$ cat config.mk
export PLATFORM = sky130hd
export DESIGN_NAME = lls_ram
export DESIGN_NICKNAME = d
export VERILOG_FILES = /design/src/rtl/lockable_lifo_stack_macros.svh /design/src/rtl/lls_ram.sv
export SDC_FILE = /design/constraint.sdc
export NUM_CORES = 1
export LEC_CHECK = 0
export BUFFER_PORTS_ARGS = -buffer_cell sky130_fd_sc_hd__buf_4
export CAP_MARGIN = 20
export CORE_MARGIN = 2
export CORE_UTILIZATION = 45
export CTS_BUF_LIST = sky130_fd_sc_hd__clkbuf_8
export DETAILED_ROUTE_END_ITERATION = 10
export GPL_TIMING_DRIVEN = 0
export PLACE_DENSITY = 0.64
export SLEW_MARGIN = 30
export SYNTH_ARGS = -nofsm -noshare
export SYNTH_HDL_FRONTEND = slang
export SYNTH_SLANG_ARGS = --single-unit
$ cat constraint.sdc
create_clock -name clk_i -period 9.66 [get_ports clk_i]
set_input_delay 0.483 -clock clk_i [delete_from_list [all_inputs] [get_ports clk_i]]
set_output_delay 0.483 -clock clk_i [all_outputs]
set_load 0.05 [all_outputs]
$ cat src/rtl/lockable_lifo_stack_macros.svh
// Assertion macros for the lockable LIFO stack.
`ifndef LOCKABLE_LIFO_STACK_MACROS_SVH
`define LOCKABLE_LIFO_STACK_MACROS_SVH
`ifndef SYNTHESIS
// Same-cycle implication, disabled while in reset.
`define LLS_ASSERT_IMP(label, clk, rst_n, ante, cons) \
  label: assert property (@(posedge clk) disable iff (!rst_n) (ante) |-> (cons)) \
    else $error("lls assertion failed");
// Next-cycle implication, disabled while in reset.
`define LLS_ASSERT_NXT(label, clk, rst_n, ante, cons) \
  label: assert property (@(posedge clk) disable iff (!rst_n) (ante) |=> (cons)) \
    else $error("lls assertion failed");
`else
`define LLS_ASSERT_IMP(label, clk, rst_n, ante, cons)
`define LLS_ASSERT_NXT(label, clk, rst_n, ante, cons)
`endif
`endif

$ cat src/rtl/lls_ram.sv
// Generic single-write, single-read RAM with registered read data.
module lls_ram #(
  parameter int Width = 32,
  parameter int Depth = 16,
  parameter int AddrW = (Depth > 1) ? $clog2(Depth) : 1
) (
  input  logic             clk_i,
  input  logic             we_i,
  input  logic [AddrW-1:0] waddr_i,
  input  logic [Width-1:0] wdata_i,
  input  logic             re_i,
  input  logic [AddrW-1:0] raddr_i,
  output logic [Width-1:0] rdata_o
);

  logic [Width-1:0] mem_q [Depth];
  logic [Width-1:0] rdata_q;

  // write port
  always_ff @(posedge clk_i) begin
    if (we_i) begin
      mem_q[waddr_i] <= wdata_i;
    end
  end

  // registered read port
  always_ff @(posedge clk_i) begin
    if (re_i) begin
      rdata_q <= mem_q[raddr_i];
    end
  end

  assign rdata_o = rdata_q;

endmodule

# Yosys cells after proc, flatten, opt, wreduce, memory -nomap -nowiden
# Memories as Yosys holds them, arrays and structs flattened. A register that Yosys moved wholly into a read port is not among the register bits.
# Cells that the tools add are included.
[word_totals]
register_bits = 0
latchBits = 0
mem_bits_rw = 512
mem_bits_ro = 0
out_inout_bits = 32
word_cells = 3
memories = 1
[memory_table]
columns = ["memory", "depth", "word_bits", "read_ports", "rd_ports_with_merged_regs", "write_ports", "line_no", "rtl"]
rows = [
  ["mem_q", 16, 32, 1, 1, 1, "lls_ram.sv:16", "logic [Width-1:0] mem_q [Depth];"],
]
[op_classes]
add_sub_neg = 0
mul = 0
div_mod_pow = 0
order_cmp = 0
n_eq_ne = 0
shifts = 0
muxes = 2
bitwise = 0
reduce_logical = 0
[ops]
columns = ["operator", "count"]
rows = [
  ["1-bit two-way mux", 2],
]

# Depth between registers and ports, before layout
[depth]
ltp_word = 2
ltp_mapped = 5

# Worst setup path before layout
# No wires, ideal clock.
[synth_path]
path_type = "input to register"
from = "in waddr_i[2]"
to = "mem mem_q[0][0], enable pin"
setup_ns = 0.461
arrival_ns = 3.201
path_slack_ns = 5.997
cell_stages = 2
n_path_buf = 0
cell_sequence = "or3b_2 > nor3_1"
[synth_rtl]
columns = ["element", "line_no", "rtl"]
rows = [
  ["start, declared", "lls_ram.sv:9", "input logic [AddrW-1:0] waddr_i,"],
  ["end, declared", "lls_ram.sv:16", ""],
]
# No word-level cell before the write port.

==> results.md <==
* Status: completed
* Top post-synthesis cells by count: edfxtp_1, mux4_2, a22oi_1, nand2_1, clkbuf_1
* RSZ-0062 raised after global routing: no
* GRT Total Usage at 19.4%
* Initial antenna violation count at 2
* PwrDens at 195 mW/mm^2
* CTS root buf: clkbuf_8
* Worst Hold Launch: wdata_i[30]
* Final wirelength at 43.8 mm
* WHS Endpoint: mem_q[14][30]$_DFFE_PP_
* Cells after synthesis at 838
* Register Area at 0.0163 mm^2
* Worst R2R End: rdata_o[17]$_DFFE_PP_
* Port Buffer Count at 72
* IO Pins at 75
* Max Buffers Root-to-Sink at 3
* Internal reg-to-reg setup slack at 8.15 ns
* Area leader, netlist: edfxtp_1
* Post-synth EDFFs at 544
* Peak Freq at 0.512 GHz
* Synth top area share at 81.0%
* Synth cell types at 17
* Fill cells at 3,317
* Hold path depth at 1
* Clk Latency, worst-skew pair at 0.63 ns
* Gpl congestion at 0.700
* Critical Path End Type: flop
* CTS tree: done
* Die width at 216 um
* Total CTS buffers at 85
* CTS Hold Bufs at 0
* Wire per inst at 25.8 um
* VDD IR-drop max at 0.000134 V
* Via count at 9,551
* Drt first pass iters at 6
* Period minus WS final at 1.95 ns
* First-pass GRT wire length at 65.2 mm
* Clock transition at path regs at 0.06 ns
* # Max-Cap Violations at 0
* Core area at 0.0442 mm^2
* RR Startpoint: mem_q[8][17]$_DFFE_PP_
* Overall Power at 4.65 mW
* CTS sink cnt at 544
* Ranking of synthesized cells by area: edfxtp_1, mux4_2, a22oi_1, nand2_1, buf_4
* Crit path max fanout at 10
* Die area at 0.0465 mm^2
* Starting Density at 45.6%
* WP data arrival at 2.29 ns
* Synthesis-to-layout area growth at 18.2%
* Final nets at 1,086
* Core Rows at 77
* Setup TNS Final at 0 ns
* Die height at 216 um
* Syn nets at 881
* Leakage power at 7.81 nW
* CTS H-tree lvls at 3
* Layout cells sized above 1 at 33.8%
* Final hold violations at 0
* Initial DRC Count at 1,003
* Post-CTS Resized at 0
* Number of global-route vias before repair at 10,000
* Syn avg cell area at 24.1 um^2
* Post-route ant nets at 0
* Flop and latch count out of synthesis at 544
* Largest net degree at the start of global routing at 33
* Worst slew margin at 35.7%
* CP Class: in2reg
* Clk_skew at 0.0251 ns
* Register area share after synthesis at 81.0%
* Remaining DRCs at 0
* Worst-Margin Slew at 0.965 ns
* Final period utilization at 20.2%
* Reg2reg path depth at 3
* Warnings from Yosys at 0
* Synth Flop Type: edfxtp_1
* Final setup viols at 0
* Critical path required time at 10.00 ns
* Final HPWL DP at 28.0 mm
* Count leader, synth: edfxtp_1
* Synth Cell Area at 0.0202 mm^2
* Startpoint Class: input port
* Total gr overflow at 0
* Class of the worst hold path: in2reg
* Multi-input logic area at 0.00373 mm^2
* Synth async-reset ratio at 0%
* Post-CTS setup buffers at 0
* Slew Limit Fails at 0
* Routed vias/inst at 5.61
## registers in the layout, indices dropped and copies added, names as in the netlist
name     cells
mem_q      512
rdata_o     32
## per-stage QoR
stage          hold WS (ns)  utilization (%)  instances  area [um^2]  setup WS, ns
6_report              0.154             53.9       1701        23800          7.71
5_1_grt               0.127             53.9       1700        23800          7.67
4_1_cts               0.104             53.9       1700        23800          7.75
3_5_place_dp          0.740             50.6       1548        22400          7.11
3_3_place_gp          0.730             48.5       1502        21500          3.19
2_1_floorplan         0.582                -        838        20200          6.00
## layout make-up
type | instances | share of cell area (%)
clock inverter | 65 | 1.11
multi-input combinational | 251 | 15.6
clock buffer | 87 | 5.02
antenna | 1 | 0.0105
tap | 592 | 3.11
timing repair buffer | 118 | 5.68
buffer | 43 | 0.934
sequential | 544 | 68.5
## cells in the final DEF (no fill, tap or decap), types with 3 or more instances in the layout
cell type / n
nand2_1: 33
clkbuf_8: 87
buf_4: 104
buf_1: 9
clkinv_1: 16
nor2_4: 12
a22oi_1: 64
buf_6: 4
buf_2: 4
clkbuf_1: 17
inv_1: 42
nor3_2: 4
buf_16: 23
clkinv_2: 3
mux4_2: 128
edfxtp_1: 544
## where the power goes
part	switching, mW	internal (mW)
combinational	0.182	0.114
sequential	0.0125	2.66
clock	0.848	0.834
## layer usage
| metal | part of all wire (%) | up-vias | GRT usage [%] |
|---|---|---|---|
| met3 | 7.7 | 76 | 4.93 |
| met5 | 0.018 | - | 0 |
| li1 | - | 4043 | - |
| met1 | 43 | 5058 | 28.0 |
| met2 | 47 | 372 | 29.6 |
| met4 | 1.9 | 2 | 5.33 |
## critical path, stage by stage
cell     delay [ns]
buf_2          0.24
buf_1          0.76
mux4_2         0.41
a22oi_1        0.24
nand2_1        0.16
## worst max-delay path by stage
| stage | start | to | slack [ns] | cells after the start |
|---|---|---|---|---|
| 3_5_place_dp | waddr_i[2] | mem_q[0][3]$_DFFE_PP_ | 7.11 | 6 |
| 4_1_cts | waddr_i[2] | mem_q[0][3]$_DFFE_PP_ | 7.75 | 6 |
| 5_1_grt | waddr_i[2] | mem_q[8][4]$_DFFE_PP_ | 7.67 | 6 |
| 3_3_place_gp | waddr_i[2] | mem_q[0][4]$_DFFE_PP_ | 3.19 | 3 |
| 2_1_floorplan | waddr_i[2] | mem_q[0][0]$_DFFE_PP_ | 6.00 | 2 |
| 6_report | raddr_i[1] | rdata_o[11]$_DFFE_PP_ | 7.71 | 5 |
## cell families after synthesis
family,Yosys count,synth area share (%)
simple gates,59,1.25
compound gates,64,2.38
flops,544,81.0
mux,128,14.3
buf+inv,43,1.10
Note: power is estimated with default switching activity, not from simulation.
